File: config.mk
export PLATFORM = sky130hd
export DESIGN_NAME = expression_char_tokenizer
export DESIGN_NICKNAME = d
export VERILOG_FILES = /design/src/hdl/ect_pkg.sv /design/src/hdl/ect_front.sv /design/src/hdl/ect_fifo.sv /design/src/hdl/ect_back.sv /design/src/hdl/expression_char_tokenizer.sv
export SDC_FILE = /design/constraint.sdc
export NUM_CORES = 1
export LEC_CHECK = 0
export ABC_AREA = 1
export BUFFER_PORTS_ARGS = -buffer_cell sky130_fd_sc_hd__clkbuf_2
export CORE_MARGIN = 2
export CORE_UTILIZATION = 32
export CTS_BUF_LIST = sky130_fd_sc_hd__clkbuf_8 sky130_fd_sc_hd__clkbuf_16
export CTS_CLUSTER_DIAMETER = 50
export DETAILED_ROUTE_END_ITERATION = 10
export PLACE_DENSITY = 0.57
export SLEW_MARGIN = 20
export SYNTH_ARGS = -nofsm -noshare
export SYNTH_HDL_FRONTEND = slang
export SYNTH_SLANG_ARGS = --single-unit
File: constraint.sdc
create_clock -name clk_i -period 13.2 [get_ports clk_i]
set_input_delay 0.66 -clock clk_i [delete_from_list [all_inputs] [get_ports clk_i]]
set_output_delay 0.66 -clock clk_i [all_outputs]
set_load 0.02 [all_outputs]
File: src/hdl/ect_pkg.sv
// Package for the expression character tokenizer.
// Types, token codes and character constants shared by all modules in hdl/.
// No dependencies.
`default_nettype none
package ect_pkg;

  typedef enum logic [3:0] {
    TK_NUMBER = 4'd0,
    TK_SPACE  = 4'd1,
    TK_PLUS   = 4'd2,
    TK_MINUS  = 4'd3,
    TK_STAR   = 4'd4,
    TK_SLASH  = 4'd5,
    TK_OPEN   = 4'd6,
    TK_CLOSE  = 4'd7,
    TK_EOL    = 4'd8,
    TK_BAD    = 4'd9
  } tok_kind_e;

  typedef enum logic [1:0] {
    RUN_NONE  = 2'd0,
    RUN_DIGIT = 2'd1,
    RUN_BLANK = 2'd2
  } run_kind_e;

  localparam logic [7:0] ChZero  = 8'h30;
  localparam logic [7:0] ChNine  = 8'h39;
  localparam logic [7:0] ChSpace = 8'h20;
  localparam logic [7:0] ChTab   = 8'h09;
  localparam logic [7:0] ChPlus  = 8'h2B;
  localparam logic [7:0] ChMinus = 8'h2D;
  localparam logic [7:0] ChStar  = 8'h2A;
  localparam logic [7:0] ChSlash = 8'h2F;
  localparam logic [7:0] ChOpen  = 8'h28;
  localparam logic [7:0] ChClose = 8'h29;

  localparam logic [34:0] ValueMax = 35'd2147483647;

  localparam int FifoDepth = 4;
  localparam int FifoAw    = 2;

  typedef struct packed {
    logic [7:0] char_in;
    logic       line_end;
  } in_item_t;

  typedef struct packed {
    tok_kind_e   token_kind;
    logic [10:0] token_start;
    logic [10:0] token_length;
    logic [30:0] number_value;
    logic        run_last;
  } out_item_t;

  typedef struct packed {
    tok_kind_e   kind;
    logic [10:0] start;
    logic [10:0] length;
    logic [30:0] value;
  } tok_t;

  // slot 0: run closed by this byte, slot 1: operator/bad byte or run closed
  // by line end, slot 2: end of line
  typedef struct packed {
    logic [2:0]     vld;
    tok_t [2:0]     tok;
  } tok_group_t;

  function automatic tok_kind_e op_kind(input logic [7:0] ch);
    tok_kind_e k;
    case (ch)
      ChPlus:  k = TK_PLUS;
      ChMinus: k = TK_MINUS;
      ChStar:  k = TK_STAR;
      ChSlash: k = TK_SLASH;
      ChOpen:  k = TK_OPEN;
      ChClose: k = TK_CLOSE;
      default: k = TK_BAD;
    endcase
    return k;
  endfunction

endpackage
`default_nettype wire

File: src/hdl/ect_front.sv
// Front end: classifies each byte, tracks the open run and builds the
// group of up to three tokens that the byte causes. Depends on ect_pkg.
`default_nettype none
module ect_front #(
  parameter int MAX_LINE_LEN = 1024
) (
  input  wire logic               clk_i,
  input  wire logic               rst_ni,
  input  wire logic               accept_i,
  input  wire ect_pkg::in_item_t  item_i,
  output ect_pkg::tok_group_t     grp_o,
  output logic                    grp_vld_o
);
  import ect_pkg::*;

  localparam int PW = $clog2(MAX_LINE_LEN + 1);
  localparam logic [PW-1:0] LenMax = PW'(MAX_LINE_LEN);

  run_kind_e     run_kind_q, run_kind_d, cls;
  logic [PW-1:0] run_start_q, run_start_d;
  logic [PW-1:0] run_len_q, run_len_d;
  logic [PW-1:0] line_pos_q, line_pos_d;
  logic [30:0]   acc_q, acc_d;
  logic          ovf_q, ovf_d;
  logic          is_digit, is_blank;
  logic [34:0]   prod;
  tok_group_t    grp;

  function automatic logic [PW-1:0] sat_inc(input logic [PW-1:0] v);
    return (v >= LenMax) ? LenMax : v + PW'(1);
  endfunction

  function automatic tok_t run_token(input run_kind_e k, input logic [PW-1:0] s,
                                     input logic [PW-1:0] l, input logic [30:0] a,
                                     input logic o);
    tok_t t;
    t.start  = 11'(s);
    t.length = 11'(l);
    t.value  = '0;
    if (k == RUN_DIGIT) begin
      if (o) begin
        t.kind = TK_BAD;
      end else begin
        t.kind  = TK_NUMBER;
        t.value = a;
      end
    end else begin
      t.kind = TK_SPACE;
    end
    return t;
  endfunction

  always_comb begin
    is_digit = item_i.char_in inside {[ChZero:ChNine]};
    is_blank = item_i.char_in inside {ChSpace, ChTab};
    cls = is_digit ? RUN_DIGIT : (is_blank ? RUN_BLANK : RUN_NONE);
    grp         = '0;
    prod        = '0;
    run_kind_d  = run_kind_q;
    run_start_d = run_start_q;
    run_len_d   = run_len_q;
    acc_d       = acc_q;
    ovf_d       = ovf_q;
    line_pos_d  = sat_inc(line_pos_q);

    if (run_kind_q != RUN_NONE && cls != run_kind_q) begin
      grp.vld[0] = 1'b1;
      grp.tok[0] = run_token(run_kind_q, run_start_q, run_len_q, acc_q, ovf_q);
      run_kind_d  = RUN_NONE;
      run_start_d = '0;
      run_len_d   = '0;
      acc_d       = '0;
      ovf_d       = 1'b0;
    end

    if (cls != RUN_NONE) begin
      if (run_kind_d == RUN_NONE) begin
        run_kind_d  = cls;
        run_start_d = line_pos_q;
        run_len_d   = '0;
        acc_d       = '0;
        ovf_d       = 1'b0;
      end
      run_len_d = sat_inc(run_len_d);
      if (is_digit && !ovf_d) begin
        prod = ({4'b0, acc_d} << 3) + ({4'b0, acc_d} << 1)
             + 35'(item_i.char_in - ChZero);
        if (prod > ValueMax) begin
          ovf_d = 1'b1;
          acc_d = '0;
        end else begin
          acc_d = prod[30:0];
        end
      end
    end else begin
      grp.vld[1]        = 1'b1;
      grp.tok[1].kind   = op_kind(item_i.char_in);
      grp.tok[1].start  = 11'(line_pos_q);
      grp.tok[1].length = 11'd1;
      grp.tok[1].value  = '0;
    end

    if (item_i.line_end) begin
      if (run_kind_d != RUN_NONE) begin
        grp.vld[1] = 1'b1;
        grp.tok[1] = run_token(run_kind_d, run_start_d, run_len_d, acc_d, ovf_d);
      end
      grp.vld[2]        = 1'b1;
      grp.tok[2].kind   = TK_EOL;
      grp.tok[2].start  = 11'(line_pos_d);
      grp.tok[2].length = '0;
      grp.tok[2].value  = '0;
      run_kind_d  = RUN_NONE;
      run_start_d = '0;
      run_len_d   = '0;
      acc_d       = '0;
      ovf_d       = 1'b0;
      line_pos_d  = '0;
    end
  end

  always_ff @(posedge clk_i or negedge rst_ni) begin
    if (!rst_ni) begin
      run_kind_q  <= RUN_NONE;
      run_start_q <= '0;
      run_len_q   <= '0;
      line_pos_q  <= '0;
      acc_q       <= '0;
      ovf_q       <= 1'b0;
    end else if (accept_i) begin
      run_kind_q  <= run_kind_d;
      run_start_q <= run_start_d;
      run_len_q   <= run_len_d;
      line_pos_q  <= line_pos_d;
      acc_q       <= acc_d;
      ovf_q       <= ovf_d;
    end
  end

  assign grp_o     = grp;
  assign grp_vld_o = accept_i && (|grp.vld);

endmodule
`default_nettype wire

File: src/hdl/ect_fifo.sv
// Short queue of token groups between front and back end.
// Depends on ect_pkg.
`default_nettype none
module ect_fifo (
  input  wire logic                 clk_i,
  input  wire logic                 rst_ni,
  input  wire logic                 wr_i,
  input  wire ect_pkg::tok_group_t  wr_data_i,
  input  wire logic                 rd_i,
  output ect_pkg::tok_group_t       rd_data_o,
  output logic                      full_o,
  output logic                      not_empty_o
);
  import ect_pkg::*;

  tok_group_t        mem_q [FifoDepth];
  logic [FifoAw-1:0] wr_ptr_q, rd_ptr_q;
  logic [FifoAw:0]   cnt_q;

  always_ff @(posedge clk_i) begin
    if (wr_i) begin
      mem_q[wr_ptr_q] <= wr_data_i;
    end
  end

  always_ff @(posedge clk_i or negedge rst_ni) begin
    if (!rst_ni) begin
      wr_ptr_q <= '0;
      rd_ptr_q <= '0;
      cnt_q    <= '0;
    end else begin
      if (wr_i) begin
        wr_ptr_q <= wr_ptr_q + FifoAw'(1);
      end
      if (rd_i) begin
        rd_ptr_q <= rd_ptr_q + FifoAw'(1);
      end
      cnt_q <= cnt_q + (FifoAw+1)'(wr_i) - (FifoAw+1)'(rd_i);
    end
  end

  assign rd_data_o   = mem_q[rd_ptr_q];
  assign full_o      = (cnt_q == (FifoAw+1)'(FifoDepth));
  assign not_empty_o = (cnt_q != '0);

endmodule
`default_nettype wire

File: src/hdl/ect_back.sv
// Back end: holds one token group and hands its tokens out one beat at a
// time, marking the last one. Depends on ect_pkg.
`default_nettype none
module ect_back (
  input  wire logic                 clk_i,
  input  wire logic                 rst_ni,
  input  wire ect_pkg::tok_group_t  grp_i,
  input  wire logic                 grp_avail_i,
  output logic                      grp_take_o,
  input  wire logic                 pop_i,
  output logic                      empty_o,
  output ect_pkg::out_item_t        item_o
);
  import ect_pkg::*;

  logic [2:0] vld_q, vld_d, sel, rem, vld_after;
  tok_t [2:0] tok_q;
  tok_t       cur;
  logic       load;

  always_comb begin
    sel = vld_q & ~(vld_q - 3'd1);
    rem = vld_q & ~sel;
    if (sel[0]) begin
      cur = tok_q[0];
    end else if (sel[1]) begin
      cur = tok_q[1];
    end else begin
      cur = tok_q[2];
    end
    vld_after = (pop_i && (|vld_q)) ? rem : vld_q;
    load      = grp_avail_i && (vld_after == 3'b000);
    vld_d     = load ? grp_i.vld : vld_after;
  end

  always_ff @(posedge clk_i or negedge rst_ni) begin
    if (!rst_ni) begin
      vld_q <= '0;
    end else begin
      vld_q <= vld_d;
    end
  end

  always_ff @(posedge clk_i) begin
    if (load) begin
      tok_q <= grp_i.tok;
    end
  end

  assign grp_take_o          = load;
  assign empty_o             = ~(|vld_q);
  assign item_o.token_kind   = cur.kind;
  assign item_o.token_start  = cur.start;
  assign item_o.token_length = cur.length;
  assign item_o.number_value = cur.value;
  assign item_o.run_last     = (rem == 3'b000);

endmodule
`default_nettype wire

File: src/hdl/expression_char_tokenizer.sv
// Top level of the expression character tokenizer.
// Instantiates ect_front, ect_fifo and ect_back; depends on ect_pkg.
//
//   channel  | handshake         | beat
//   ---------+-------------------+---------------------------------------
//   input    | push / full       | in_item_i: char_in, line_end
//   result   | pop / empty       | out_item_o: kind, start, length,
//            |                   |   number_value, run_last
//
// One byte per cycle is taken while full is low; the front end updates the
// run state and the decimal accumulator as each byte is taken. Each byte
// yields zero to three tokens, delivered one per cycle by the back end, so
// sustained input rate is limited by the token count per byte and by pop.
// A 4-entry group queue decouples the two ends; full rises when it fills.
// Reset clears run state, line position and queue; no clearing sweep.
`default_nettype none
module expression_char_tokenizer #(
  parameter int MAX_LINE_LEN = 1024
) (
  input  wire logic               clk_i,
  input  wire logic               rst_ni,
  input  wire logic               push,
  output logic                    full,
  input  wire ect_pkg::in_item_t  in_item_i,
  output logic                    empty,
  input  wire logic               pop,
  output ect_pkg::out_item_t      out_item_o
);
  import ect_pkg::*;

  tok_group_t grp_wr, grp_rd;
  logic       grp_wr_vld, grp_take, fifo_full, fifo_ne, accept;

  assign accept = push && !fifo_full;
  assign full   = fifo_full;

  ect_front #(
    .MAX_LINE_LEN(MAX_LINE_LEN)
  ) u_front (
    .clk_i    (clk_i),
    .rst_ni   (rst_ni),
    .accept_i (accept),
    .item_i   (in_item_i),
    .grp_o    (grp_wr),
    .grp_vld_o(grp_wr_vld)
  );

  ect_fifo u_fifo (
    .clk_i      (clk_i),
    .rst_ni     (rst_ni),
    .wr_i       (grp_wr_vld),
    .wr_data_i  (grp_wr),
    .rd_i       (grp_take),
    .rd_data_o  (grp_rd),
    .full_o     (fifo_full),
    .not_empty_o(fifo_ne)
  );

  ect_back u_back (
    .clk_i      (clk_i),
    .rst_ni     (rst_ni),
    .grp_i      (grp_rd),
    .grp_avail_i(fifo_ne),
    .grp_take_o (grp_take),
    .pop_i      (pop),
    .empty_o    (empty),
    .item_o     (out_item_o)
  );

endmodule
`default_nettype wire

==> flow_metrics.py <==
metrics = {
    "setup_path": {
        "cp-start-kind": "input port",
        "critical_path_class": "input port to register",
        "worst_r2r_endpoint": "u_fifo.mem_q[1][60]",
        "path_common_cell": "nand2_1",
        "crit_slowest_cell": "nand3_2",
        "endpoint": "u_fifo.mem_q[1][60]",
        "cp_max_fo": 33,
        "r2r_slack_ns": 7.66,
        "cp-end-kind": "register",
        "rr_worst_depth": 23,
        "slowest_delay_ns": 0.75,
        "critPathLaunch": "in_item_i[6]",
        "rr_startpoint": "u_front.run_kind_q[1]",
        "crit_arrival_ns": 6.47,
        "cp.required_ns": 13.60,
    },
    "route": {
        "vias_per_cell": 4.981,
        "dr_total_vias": 20910,
        "drtIter0Drc": 1650,
        "wl_per_cell_um": 18.68,
        "drc": 0,
        "totalWireLength_um": 78410,
        "first_pass_iters": 5,
        "final_antenna_net_count": 0,
    },
    "synth": {
        "synth_edf_count": 628,
        "netlist.area_leader.share": 0.5991,
        "synth-xor-area-share": 0.008069,
        "postSynthAreaPerCell_sq_um": 11.28,
        "synth_top_family_by_area": "simple AND/OR/NAND/NOR gates",
        "synthTopCellsByArea": "edfxtp_1 (60%), dfrtp_1 (6.1%), nor2_1 (5.4%)",
        "synth_area_sq_um": 31480,
        "synthCells": 2791,
        "synthFlopType": "edfxtp_1",
        "synth.ff_latch_count": 705,
        "synth_warnings": 0,
        "yosys.area.top_type": "edfxtp_1",
        "synthMuxAreaShare": 0,
        "synth_compound_area_frac": 0.1093,
        "async_flop_share": 0.1092,
        "synth_fa_ha_area_frac": 0.03855,
        "synth.distinct_cells": 52,
        "ys_seq_area_frac": 0.6603,
        "syn-num-nets": 2883,
        "synthSimpleGateAreaFrac": 0.1391,
    },
    "die": {
        "core_area_sq_um": 97990,
        "initial_core_util": 0.3213,
        "dieArea_sq_um": 100900,
        "pin_count": 73,
        "die_h_um": 317.6,
        "die_w_um": 317.6,
        "std_cell_rows": 115,
    },
    "clocking": {
        "numCtsBuffers": 88,
        "clock_latency_ns": 0.64,
        "hold_buffers": 0,
        "cts_sinks": 705,
        "path_clk_slew_ns": 0.05,
        "htreeDepth": 3,
        "post-cts-setup-buffers": 0,
        "clockBufferDepth": 3,
        "clockRootBuffer": "clkbuf_16",
        "cts_tree": "built",
        "cts_resized": 0,
    },
    "sta": {
        "timing.setup.tns_ns": 0,
        "slew_violations": 0,
        "hold_violations": 0,
        "timing.fmax_mhz": 164.7,
        "skew_ns": 0.02330,
        "worst_slack_ns": 7.127,
        "slew_headroom": 0.2444,
        "grt_setup_unrepaired": "no",
        "fin_crit_sh": 0.4601,
        "period_needed_ns": 6.073,
        "setup_viol": 0,
        "worstMarginPinSlew_ns": 1.133,
    },
    "pwr": {
        "power_per_cell_area_nw_per_um2": 219.2,
        "ir_drop_v": 0.0002397,
        "total_power_mw": 7.946,
        "total_leakage_power_nw": 13.05,
    },
    "cells_and_area": {
        "fin_cells": 4198,
        "fin_util": 0.3699,
        "fillers": 9499,
        "area_delta_synth_final_pct": 15.15,
        "nets": 2927,
        "drive_gt1_frac": 0.1082,
    },
    "global_route": {
        "grt_max_degree": 127,
        "grt_pass1_vias": 20180,
        "grt_pass1_wl_um": 120900,
        "gr-usage-all-layers": 0.1527,
        "grt_overflow": 0,
        "antenna_found_initial": 2,
    },
    "placement": {
        "preCtsSetupSlack_ns": 6.508,
        "gp_congestion": 0.8528,
        "dp_hpwl_um": 44220,
        "numPortBuffers": 72,
        "dp_cells": 4032,
    },
    "status": {
        "status": "finished clean",
    },
    "min_path": {
        "min_path_type": "input port to async pin",
    },
    "job": {
        "max_cap_violations": 0,
    },
}
-- metrics by stage --
stage	hold slack (ns)	instance area (sq um)
2_1_floorplan	0.3644	31480
3_3_place_gp	0.4610	33140
3_5_place_dp	0.4646	33140
4_1_cts	0.01424	36240
5_1_grt	0.02391	36240
6_report	0.01527	36250
-- area by class of cell --
class                   instances  area (sq um)  share of cell area
flip-flops and latches        705         20790              0.5737
multi-input cells            1736          9339              0.2576
clock buffers                  99          2376             0.06555
well taps                    1287          1610             0.04443
inverters                     204         778.2             0.02147
clock inverters                66         720.7             0.01988
repair buffers                100         626.9             0.01729
diodes                          1         2.502          0.00006904
-- cell usage in the layout, fill, tap and decap left out, types with 24 or more instances in the layout --
master and instances:
a21oi_1 63, buf_4 24, nand3_1 88, a22o_1 43, inv_1 198, edfxtp_1 628
nand2_1 364, ha_1 49, nor2b_1 24, nor3_1 41, clkbuf_16 90, o21ai_0 286
fa_1 30, o22ai_1 159, clkbuf_2 71, dfrtp_1 74, nor2_1 447
-- worst min path at each step --
stage,startpoint,end,slack [ns],depth (start not counted)
detailed placement,u_front.acc_q[3],u_front.acc_q[3],0.46,2
global placement,u_front.acc_q[19],u_front.acc_q[19],0.46,2
floorplan,rst_ni,u_back.vld_q[0],0.36,0
global route,rst_ni,u_back.vld_q[0],0.02,1
finish,rst_ni,u_back.vld_q[0],0.02,1
CTS,rst_ni,u_back.vld_q[0],0.01,1
-- critical path, delay by kind of cell --
kind / cells / cell delay (ns)
simple gates: 21 / 3.83
fa+ha+maj: 3 / 1.12
buf+inv: 5 / 0.71
compound gates: 1 / 0.14
-- flip-flops by register name (all words and copies together), names as in the netlist --
name,cells
u_front.line_pos_q,11
u_fifo.wr_ptr_q,2
u_fifo.cnt_q,3
u_fifo.mem_q,504
u_front.run_kind_q,2
u_front.ovf_q,1
u_fifo.rd_ptr_q,2
u_front.acc_q,31
u_front.run_start_q,11
u_back.vld_q,3
u_back.tok_q,124
u_front.run_len_q,11
-- synth_stat cells, types with 43 or more instances --
cell type / n
o21ai_0: 286
a21oi_1: 63
ha_1: 49
a22o_1: 43
o22ai_1: 159
dfrtp_1: 77
nand3_1: 88
nand2_1: 364
inv_1: 191
nor2_1: 454
clkbuf_1: 104
edfxtp_1: 628
-- power by group --
part           total [mW]  internal [mW]  switching, mW
Combinational        2.14          0.559           1.58
Clock                2.47           1.52          0.951
Sequential           3.33           3.15          0.183
Total                7.95           5.23           2.72
-- cell families after synthesis --
group,count (synthesis)
xor gates and xnor gates,29
and+or+nand+nor,1034
DFF,705
AOI/OAI and AO/OA,594
buffers and inverters,350
adders and majority gates,79
-- routing by layer --
| layer | global-route usage | wire length (um) | share of wire | vias to the layer above |
|---|---|---|---|---|
| met5 | 0 | 27 | 0.00034 | - |
| met3 | 0.02363 | 3330 | 0.042 | 113 |
| li1 | - | - | - | 9936 |
| met1 | 0.2038 | 35210 | 0.45 | 10410 |
| met4 | 0.03831 | 1618 | 0.021 | 4 |
| met2 | 0.2602 | 38230 | 0.49 | 448 |
(Power assumes the default switching activity.)
